$ cat src/rtl/flc_pkg.sv
`default_nettype none
package flc_pkg;

  localparam int ACTION_W   = 2;
  localparam int TAP_IDX_W  = 4;
  localparam int VALUE_W    = 16;
  localparam int OUT_W      = 36;
  localparam int TAPCNT_W   = 5;

  localparam logic [TAPCNT_W-1:0] TAPCNT_RESET = 5'd10;

  localparam logic [ACTION_W-1:0] ACT_LOAD   = 2'd0;
  localparam logic [ACTION_W-1:0] ACT_SAMPLE = 2'd1;
  localparam logic [ACTION_W-1:0] ACT_FLUSH  = 2'd2;

  typedef enum logic [2:0] {
    ST_IDLE,
    ST_SHIFT,
    ST_MAC,
    ST_ADD,
    ST_RESULT
  } flc_state_t;

  typedef struct packed {
    logic coef_wr;
    logic shift_en;
    logic shift_zero;
    logic clear_dl;
    logic mac_clear;
    logic mac_step;
    logic acc_final;
    logic load_rem;
    logic dec_rem;
    logic out_load;
    logic out_last;
  } flc_cmd_t;

  typedef struct packed {
    logic n_is_one;
    logic rem_one;
    logic mac_last;
  } flc_sts_t;

endpackage
`default_nettype wire

$ cat src/rtl/flc_if.sv
`default_nettype none
interface flc_in_if import flc_pkg::*; ();
  logic                       valid;
  logic                       ready;
  logic [ACTION_W-1:0]        action;
  logic [TAP_IDX_W-1:0]       tap_index;
  logic signed [VALUE_W-1:0]  value;
  modport source (output valid, action, tap_index, value, input ready);
  modport sink   (input valid, action, tap_index, value, output ready);
endinterface

interface flc_out_if import flc_pkg::*; ();
  logic                       valid;
  logic                       ready;
  logic signed [OUT_W-1:0]    filtered;
  logic                       is_last;
  modport source (output valid, filtered, is_last, input ready);
  modport sink   (input valid, filtered, is_last, output ready);
endinterface

interface flc_cfg_if import flc_pkg::*; ();
  logic                       valid;
  logic                       ready;
  logic [TAPCNT_W-1:0]        data;
  modport source (output valid, data, input ready);
  modport sink   (input valid, data, output ready);
endinterface
`default_nettype wire

$ cat src/rtl/flc_ctrl.sv
`default_nettype none
module flc_ctrl import flc_pkg::*; (
  input  logic                clk,
  input  logic                rst_n,
  input  logic                in_valid,
  input  logic [ACTION_W-1:0] in_action,
  output logic                in_ready,
  input  logic                out_ready,
  output logic                out_valid,
  output flc_cmd_t            cmd,
  input  flc_sts_t            sts
);

  flc_state_t state_r, state_nxt;
  logic       flush_r, flush_nxt;
  logic       out_valid_r, out_valid_nxt;
  logic       out_free;

  assign out_free  = !out_valid_r || out_ready;
  assign out_valid = out_valid_r;

  always_ff @(posedge clk) begin
    if (!rst_n) begin
      state_r     <= ST_IDLE;
      flush_r     <= 1'b0;
      out_valid_r <= 1'b0;
    end else begin
      state_r     <= state_nxt;
      flush_r     <= flush_nxt;
      out_valid_r <= out_valid_nxt;
    end
  end

  always_comb begin
    state_nxt = state_r;
    flush_nxt = flush_r;
    cmd       = '0;
    in_ready  = 1'b0;
    case (state_r)
      ST_IDLE: begin
        in_ready = 1'b1;
        if (in_valid) begin
          case (in_action)
            ACT_LOAD: cmd.coef_wr = 1'b1;
            ACT_SAMPLE: begin
              cmd.shift_en  = 1'b1;
              cmd.mac_clear = 1'b1;
              flush_nxt     = 1'b0;
              state_nxt     = ST_MAC;
            end
            ACT_FLUSH: begin
              if (sts.n_is_one) begin
                cmd.clear_dl = 1'b1;
              end else begin
                cmd.load_rem = 1'b1;
                flush_nxt    = 1'b1;
                state_nxt    = ST_SHIFT;
              end
            end
            default: ;
          endcase
        end
      end
      ST_SHIFT: begin
        cmd.shift_en   = 1'b1;
        cmd.shift_zero = 1'b1;
        cmd.mac_clear  = 1'b1;
        state_nxt      = ST_MAC;
      end
      ST_MAC: begin
        cmd.mac_step = 1'b1;
        if (sts.mac_last) state_nxt = ST_ADD;
      end
      ST_ADD: begin
        cmd.acc_final = 1'b1;
        state_nxt     = ST_RESULT;
      end
      ST_RESULT: begin
        if (out_free) begin
          cmd.out_load = 1'b1;
          cmd.out_last = flush_r && sts.rem_one;
          if (flush_r) begin
            cmd.dec_rem = 1'b1;
            if (sts.rem_one) begin
              cmd.clear_dl = 1'b1;
              state_nxt    = ST_IDLE;
            end else begin
              state_nxt    = ST_SHIFT;
            end
          end else begin
            state_nxt = ST_IDLE;
          end
        end
      end
      default: state_nxt = ST_IDLE;
    endcase
  end

  always_comb begin
    out_valid_nxt = out_valid_r && !out_ready;
    if (cmd.out_load) out_valid_nxt = 1'b1;
  end

endmodule
`default_nettype wire

$ cat src/rtl/flc_datapath.sv
`default_nettype none
module flc_datapath import flc_pkg::*; #(
  parameter int MAX_TAPS    = 16,
  parameter int SAMPLE_BITS = 16
) (
  input  logic                      clk,
  input  logic                      rst_n,
  input  logic                      cfg_wr,
  input  logic [TAPCNT_W-1:0]       cfg_data,
  input  logic [TAP_IDX_W-1:0]      tap_index,
  input  logic signed [VALUE_W-1:0] value,
  input  flc_cmd_t                  cmd,
  output flc_sts_t                  sts,
  output logic signed [OUT_W-1:0]   filtered,
  output logic                      is_last
);

  localparam int CW = $clog2(MAX_TAPS + 1);
  localparam int PW = 2 * SAMPLE_BITS;
  localparam int EW = (PW > OUT_W) ? PW : OUT_W;

  logic signed [SAMPLE_BITS-1:0] coef_r [MAX_TAPS];
  logic signed [SAMPLE_BITS-1:0] dl_r   [MAX_TAPS];
  logic [TAPCNT_W-1:0]           tap_count_r;
  logic [CW-1:0]                 n_act;
  logic [CW-1:0]                 step_r;
  logic [CW-1:0]                 rem_r;
  logic signed [SAMPLE_BITS-1:0] samp;
  logic signed [PW-1:0]          prod_full;
  logic signed [PW-1:0]          prod_r;
  logic signed [EW-1:0]          prod_ext;
  logic [OUT_W-1:0]              acc_r;
  logic signed [OUT_W-1:0]       filtered_r;
  logic                          is_last_r;
  logic                          tap_en;

  // input word truncated to its low SAMPLE_BITS bits, or zero-extended when SAMPLE_BITS exceeds VALUE_W
  if (SAMPLE_BITS <= VALUE_W) begin : g_narrow
    assign samp = value[SAMPLE_BITS-1:0];
  end else begin : g_wide
    assign samp = {{(SAMPLE_BITS-VALUE_W){1'b0}}, value};
  end

  // active tap count, clamped to 1..MAX_TAPS
  always_comb begin
    if (tap_count_r == '0)
      n_act = CW'(1);
    else if (32'(tap_count_r) > MAX_TAPS)
      n_act = CW'(MAX_TAPS);
    else
      n_act = CW'(tap_count_r);
  end

  assign sts.n_is_one = (n_act == CW'(1));
  assign sts.rem_one  = (rem_r == CW'(1));
  assign sts.mac_last = (step_r == CW'(MAX_TAPS - 1));

  assign tap_en    = (step_r < n_act);
  assign prod_full = coef_r[0] * dl_r[0];
  assign prod_ext  = EW'(prod_r);

  always_ff @(posedge clk) begin
    if (!rst_n) begin
      tap_count_r <= TAPCNT_RESET;
    end else if (cfg_wr) begin
      tap_count_r <= cfg_data;
    end
  end

  // tap and delay stores rotate one place per MAC step, aligned again after MAX_TAPS
  always_ff @(posedge clk) begin
    if (!rst_n) begin
      for (int i = 0; i < MAX_TAPS; i++) begin
        coef_r[i] <= '0;
        dl_r[i]   <= '0;
      end
    end else begin
      if (cmd.coef_wr) begin
        for (int i = 0; i < MAX_TAPS; i++) begin
          if (32'(tap_index) == i) coef_r[i] <= samp;
        end
      end else if (cmd.mac_step) begin
        for (int i = 0; i < MAX_TAPS - 1; i++) coef_r[i] <= coef_r[i+1];
        coef_r[MAX_TAPS-1] <= coef_r[0];
      end

      if (cmd.clear_dl) begin
        for (int i = 0; i < MAX_TAPS; i++) dl_r[i] <= '0;
      end else if (cmd.shift_en) begin
        for (int i = MAX_TAPS - 1; i > 0; i--) dl_r[i] <= dl_r[i-1];
        dl_r[0] <= cmd.shift_zero ? '0 : samp;
      end else if (cmd.mac_step) begin
        for (int i = 0; i < MAX_TAPS - 1; i++) dl_r[i] <= dl_r[i+1];
        dl_r[MAX_TAPS-1] <= dl_r[0];
      end
    end
  end

  always_ff @(posedge clk) begin
    if (!rst_n) begin
      step_r <= '0;
      rem_r  <= '0;
    end else begin
      if (cmd.mac_clear)     step_r <= '0;
      else if (cmd.mac_step) step_r <= step_r + CW'(1);
      if (cmd.load_rem)      rem_r  <= n_act - CW'(1);
      else if (cmd.dec_rem)  rem_r  <= rem_r - CW'(1);
    end
  end

  // product register, then accumulate modulo 2^OUT_W
  always_ff @(posedge clk) begin
    if (cmd.mac_clear) begin
      prod_r <= '0;
      acc_r  <= '0;
    end else begin
      if (cmd.mac_step) prod_r <= tap_en ? prod_full : '0;
      if (cmd.mac_step || cmd.acc_final) acc_r <= acc_r + prod_ext[OUT_W-1:0];
    end
  end

  always_ff @(posedge clk) begin
    if (cmd.out_load) begin
      filtered_r <= $signed(acc_r);
      is_last_r  <= cmd.out_last;
    end
  end

  assign filtered = filtered_r;
  assign is_last  = is_last_r;

endmodule
`default_nettype wire

$ cat src/rtl/fir_linear_convolution_unit.sv
// FIR filter computing the full linear convolution of a sample stream with a
// stored tap set. Three valid/ready channels:
//   in_ch  : action LOAD writes value into tap tap_index (no result), SAMPLE
//            shifts value into the delay line and yields one output, FLUSH
//            shifts in zeros for active_taps-1 tail outputs, flags the final
//            one is_last and then clears the delay line. Code 3 is dropped.
//   out_ch : filtered (36-bit two's complement, wraps) and is_last.
//   cfg_ch : tap_count, always ready; write it only while the filter is idle.
// One multiply-accumulate unit walks all MAX_TAPS tap positions, one per
// cycle, as the tap and delay registers rotate past it. A load leaves the
// filter idle. A sample runs the MAC, add and result states; the next item
// is taken only once its result is in the output register. A flush runs the
// shift, MAC, add and result states once per tail output.
// The result register holds while out_ch.ready is low; the block still takes
// the next item, but parks its next result until the register is freed.
// Reset (rst_n low, synchronous) zeroes taps and delay line, sets tap_count
// to 10 and drops out_ch.valid.
`default_nettype none
module fir_linear_convolution_unit import flc_pkg::*; #(
  parameter int MAX_TAPS    = 16,
  parameter int SAMPLE_BITS = 16
) (
  input  logic      clk,
  input  logic      rst_n,
  flc_in_if.sink    in_ch,
  flc_out_if.source out_ch,
  flc_cfg_if.sink   cfg_ch
);

  flc_cmd_t cmd;
  flc_sts_t sts;
  logic     cfg_wr;

  // config is taken on every cycle; the contract keeps it to idle periods
  assign cfg_ch.ready = 1'b1;
  assign cfg_wr       = cfg_ch.valid;

  flc_ctrl u_ctrl (
    .clk       (clk),
    .rst_n     (rst_n),
    .in_valid  (in_ch.valid),
    .in_action (in_ch.action),
    .in_ready  (in_ch.ready),
    .out_ready (out_ch.ready),
    .out_valid (out_ch.valid),
    .cmd       (cmd),
    .sts       (sts)
  );

  flc_datapath #(
    .MAX_TAPS    (MAX_TAPS),
    .SAMPLE_BITS (SAMPLE_BITS)
  ) u_dp (
    .clk       (clk),
    .rst_n     (rst_n),
    .cfg_wr    (cfg_wr),
    .cfg_data  (cfg_ch.data),
    .tap_index (in_ch.tap_index),
    .value     (in_ch.value),
    .cmd       (cmd),
    .sts       (sts),
    .filtered  (out_ch.filtered),
    .is_last   (out_ch.is_last)
  );

endmodule
`default_nettype wire

$ cat src/flat_wrapper.sv
// flat-port wrapper written by rule: the top's interface ports become plain ports
module fir_linear_convolution_unit_flat import flc_pkg::*;
#(
  parameter int MAX_TAPS    = 16,
  parameter int SAMPLE_BITS = 16
)
  (clk, rst_n, in_ch_valid, in_ch_action, in_ch_tap_index, in_ch_value, in_ch_ready, out_ch_valid, out_ch_filtered, out_ch_is_last, out_ch_ready, cfg_ch_valid, cfg_ch_data, cfg_ch_ready);
  flc_in_if in_ch_i ();
  flc_out_if out_ch_i ();
  flc_cfg_if cfg_ch_i ();
  input  logic clk;
  input  logic rst_n;
  input wire logic [$bits(in_ch_i.valid)-1:0] in_ch_valid;
  input wire logic [$bits(in_ch_i.action)-1:0] in_ch_action;
  input wire logic [$bits(in_ch_i.tap_index)-1:0] in_ch_tap_index;
  input wire logic [$bits(in_ch_i.value)-1:0] in_ch_value;
  output wire logic [$bits(in_ch_i.ready)-1:0] in_ch_ready;
  output wire logic [$bits(out_ch_i.valid)-1:0] out_ch_valid;
  output wire logic [$bits(out_ch_i.filtered)-1:0] out_ch_filtered;
  output wire logic [$bits(out_ch_i.is_last)-1:0] out_ch_is_last;
  input wire logic [$bits(out_ch_i.ready)-1:0] out_ch_ready;
  input wire logic [$bits(cfg_ch_i.valid)-1:0] cfg_ch_valid;
  input wire logic [$bits(cfg_ch_i.data)-1:0] cfg_ch_data;
  output wire logic [$bits(cfg_ch_i.ready)-1:0] cfg_ch_ready;
  assign in_ch_i.valid = in_ch_valid;
  assign in_ch_i.action = in_ch_action;
  assign in_ch_i.tap_index = in_ch_tap_index;
  assign in_ch_i.value = in_ch_value;
  assign in_ch_ready = in_ch_i.ready;
  assign out_ch_valid = out_ch_i.valid;
  assign out_ch_filtered = out_ch_i.filtered;
  assign out_ch_is_last = out_ch_i.is_last;
  assign out_ch_i.ready = out_ch_ready;
  assign cfg_ch_i.valid = cfg_ch_valid;
  assign cfg_ch_i.data = cfg_ch_data;
  assign cfg_ch_ready = cfg_ch_i.ready;
  fir_linear_convolution_unit #(.MAX_TAPS(MAX_TAPS), .SAMPLE_BITS(SAMPLE_BITS)) u_core (.clk(clk), .rst_n(rst_n), .in_ch(in_ch_i), .out_ch(out_ch_i), .cfg_ch(cfg_ch_i));
endmodule
$ cat config.mk
export PLATFORM = sky130hd
export DESIGN_NAME = fir_linear_convolution_unit_flat
export DESIGN_NICKNAME = d
export VERILOG_FILES = /design/src/rtl/flc_pkg.sv /design/src/rtl/flc_if.sv /design/src/rtl/flc_ctrl.sv /design/src/rtl/flc_datapath.sv /design/src/rtl/fir_linear_convolution_unit.sv /design/src/flat_wrapper.sv
export SDC_FILE = /design/constraint.sdc
export NUM_CORES = 2
export LEC_CHECK = 0
export BUFFER_PORTS_ARGS = -buffer_cell sky130_fd_sc_hd__buf_4
export CAP_MARGIN = 20
export CORE_ASPECT_RATIO = 1.25
export CORE_UTILIZATION = 59
export CTS_CLUSTER_DIAMETER = 200
export DETAILED_ROUTE_END_ITERATION = 16
export PLACE_DENSITY_LB_ADDON = 0.08
export SYNTH_ARGS = -nofsm -noshare
export SYNTH_HDL_FRONTEND = slang
export SYNTH_HIERARCHICAL = 1
export SYNTH_SLANG_ARGS = --single-unit
$ cat constraint.sdc
create_clock -name clk -period 11.3 [get_ports clk]
set_input_delay 2.26 -clock clk [delete_from_list [all_inputs] [get_ports clk]]
set_output_delay 2.26 -clock clk [all_outputs]
set_load 0.05 [all_outputs]
==> results by group <==
Floorplanning
  – Core ar.: 61200 um2
  – Die Y: 281 um
  – Initial Utilization: 0.601
  – Rows: 101
  – Die Area: 63400 um2
  – I/O pins: 72
  – Die X: 225 um

Clock tree
  – # resized after CTS: 0
  – Hold-fix buffer count after cts: 0
  – H-tree Lvls: 3
  – Post-CTS setup buffer count: 0
  – Clk root buf: clkbuf_16
  – Clock Tree Buf Depth: 3
  – CTS tree: built
  – Num CTS Buffers: 66
  – Reg clk slew, reported paths: 70 ps
  – Clock tree sinks: 637
  – Clk_lat worst skew: 620 ps

Yosys
  – Count of cell types in the netlist: 92
  – Synthesized instance count: 3078
  – Post-Syn Nets: 3500
  – Netlist Area Pre-Place: 36800 um2
  – FF+latch count, synth: 637
  – Post-synthesis sequential area ratio: 0.496
  – Yosys warning count: 6
  – Syn avg cell area: 11.9 um2
  – Post-synth EDFFs: 549
  – Post-synth ARST share: 0
  – Main synth FF type: edfxtp_1

Detailed routing
  – Final wirelength: 83.1 mm
  – Per-cell routed wire length: 21.1 um
  – DRC: 0
  – DRT antenna net count: 0
  – Vias per std cell: 6.06
  – DRT Pass-1 Iters: 5
  – Drt initial violations: 2085
  – Total number of vias: 23900

Setup path
  – Crit Path Category: flip-flop to flip-flop
  – Crit-path slowest cell: fa_1
  – Crit path max fanout: 17
  – Critical path arrival: 7350 ps
  – CP Capture Type: flip-flop
  – Critical Path Source Type: flip-flop
  – CP peak stage delay: 770 ps
  – Critical Path RT: 11810 ps
  – Crit path cell chain: nand2_1 -> inv_1 -> fa_1 -> fa_1 -> fa_1 -> fa_1 -> fa_1 -> inv_1 -> fa_1 -> inv_1 -> ha_1 -> a21o_1 -> a221o_1 -> a311o_1 -> a21oi_2 -> nor2_1 -> or4_1 -> a21oi_2 -> xnor2_1 -> a22o_1
  – Most used cell, CP: fa_1

Finish
  – Finished Core Util: 0.658
  – Most common cell after layout, fill and taps aside: edfxtp_1
  – Layout Nets: 3491
  – Diodes inserted: 0
  – Most frequent cells in the layout: edfxtp_1, nand2_1, a22o_1
  – Area growth syn-to-layout: 9.44%
  – Ratio of cells with drive above 1 in the final layout: 0.0811

STA
  – Min Hold Slack: 474 ps
  – Final setup margin: 4460 ps
  – Final setup fails: 0
  – Final Hold Vio Count: 0
  – Worst rel slew slack: 0.0598
  – Unrepaired setup endpoints after global routing: false
  – Tightest Pin Transition: 1410 ps
  – Slew Limit Fails: 0
  – Max Clock Skew: 27.1 ps
  – Setup TNS: 0 ps
  – F_max: 146 MHz
  – Post-layout min period: 6840 ps
  – Final Cycle Share: 0.605

Global route
  – Total global routing track utilization: 0.271
  – First-pass GRT wire length: 134 mm
  – Vias in the first global route: 24700
  – Antenna violations before repair: 0
  – Grt ovf: 0
  – Pin count of the biggest net entering global routing: 257

Run status
  – Outcome: complete, no violations

Place
  – GP Congestion: 0.866
  – Post-DP HPWL: 56.2 mm
  – Port buffer count: 70
  – Pre-CTS setup slack: 4480 ps

Min path
  – Hold WC Path Type: flip-flop to flip-flop

Run
  – Max Cap Viol: 0
==> path summary, 6_finish.rpt <==
path | from | end | slack, ps | depth (start not counted)
worst min-delay path | u_core/u_dp/prod_r[4] | u_core/u_dp/prod_r[4] | 470 | 2
worst min register to register | u_core/u_dp/prod_r[4] | u_core/u_dp/prod_r[4] | 470 | 2
worst max register to register | u_core/u_dp/coef_r[0][15] | u_core/u_dp/prod_r[25] | 4460 | 20
worst max-delay path | u_core/u_dp/coef_r[0][15] | u_core/u_dp/prod_r[25] | 4460 | 20
==> final cells by class <==
| cell class | instances | area (um2) |
|---|---|---|
| Fill cell | 4666 | 20900 |
| Sequential cell | 637 | 18200 |
| Clock inverter | 35 | 493 |
| Inverter | 312 | 1170 |
| Tap cell | 824 | 1030 |
| Timing Repair Buffer | 106 | 828 |
| Clock buffer | 84 | 1780 |
| Multi-Input combinational cell | 1946 | 16700 |
==> worst max-delay path: cells and delay by family (launching register included) <==
family / cells / cell delay (ps)
compound gates: 6 / 1400
xor+xnor: 1 / 70
fa+ha+maj: 7 / 3630
buf+inv: 3 / 200
flops: 1 / 660
simple gates: 3 / 750
==> through the flow <==
stage | area [um2] | instances
2_1_floorplan | 36800 | 3078
3_3_place_gp | 37900 | 3821
3_5_place_dp | 37900 | 3821
4_1_cts | 40200 | 3940
5_1_grt | 40300 | 3944
6_report | 40300 | 3944
==> logic make-up (layout without fill, tap and decap cells) <==
family | Yosys count | after routing | share of synthesized area
flops | 637 | 637 | 0.496
buf+inv | 495 | 537 | 0.0513
compound gates | 690 | 690 | 0.146
xor+xnor | 72 | 72 | 0.0171
fa+ha+maj | 390 | 390 | 0.186
mux | 8 | 8 | 0.00235
simple gates | 785 | 785 | 0.101
other cells | 1 | 1 | 0.000102
==> flip-flops by register name, indices dropped and copies added, names as in the netlist <==
name                     flops
u_core/u_dp/coef_r         256
u_core/u_dp/dl_r           256
u_core/u_dp/acc_r           36
u_core/u_dp/filtered        36
u_core/u_dp/prod_r          32
u_core/u_dp/rem_r            5
u_core/u_dp/step_r           5
u_core/u_dp/tap_count_r      5
u_core/u_ctrl/state_r        3
u_core/u_ctrl/flush_r        1
u_core/u_ctrl/out_valid      1
u_core/u_dp/is_last          1
==> synthesized netlist by cell type, types with 6 or more instances <==
cell type | n | share of area
mux2i_1 | 6 | 0.0016
nor3_1 | 18 | 0.0024
nand3_1 | 8 | 0.0011
nand2_1 | 439 | 0.045
ha_1 | 127 | 0.043
a22oi_1 | 15 | 0.0031
a211oi_1 | 9 | 0.0018
nor2b_1 | 19 | 0.0032
edfxtp_1 | 549 | 0.45
fa_1 | 263 | 0.14
o21ai_1 | 6 | 0.00082
a21boi_0 | 6 | 0.0012
o21ai_0 | 71 | 0.0097
and3_1 | 9 | 0.0015
nand2b_1 | 17 | 0.0029
dfxtp_1 | 88 | 0.048
o31ai_1 | 8 | 0.0016
xor2_1 | 21 | 0.0050
a22o_1 | 398 | 0.095
nor2_1 | 80 | 0.0082
a21o_1 | 26 | 0.0053
xnor2_1 | 51 | 0.012
clkbuf_1 | 156 | 0.016
nand3b_1 | 10 | 0.0020
o21bai_1 | 11 | 0.0022
o211ai_1 | 6 | 0.0012
inv_1 | 310 | 0.032
or4b_2 | 6 | 0.0016
a31oi_1 | 6 | 0.0010
o21a_1 | 7 | 0.0014
a21oi_1 | 84 | 0.011
buf_1 | 19 | 0.0019
nand4_1 | 9 | 0.0015
and2_1 | 127 | 0.022
==> metal layers <==
metal	track usage	vias to the layer above	wire length, um
li1	-	10800	-
met1	0.356	12200	34300
met2	0.462	760	42000
met3	0.0347	168	4430
met4	0.0940	0	2410
met5	0	-	0
Power is left out: the tool's default activity adds up to more than one toggle a clock period on the data nets, which glitch-free logic cannot reach.
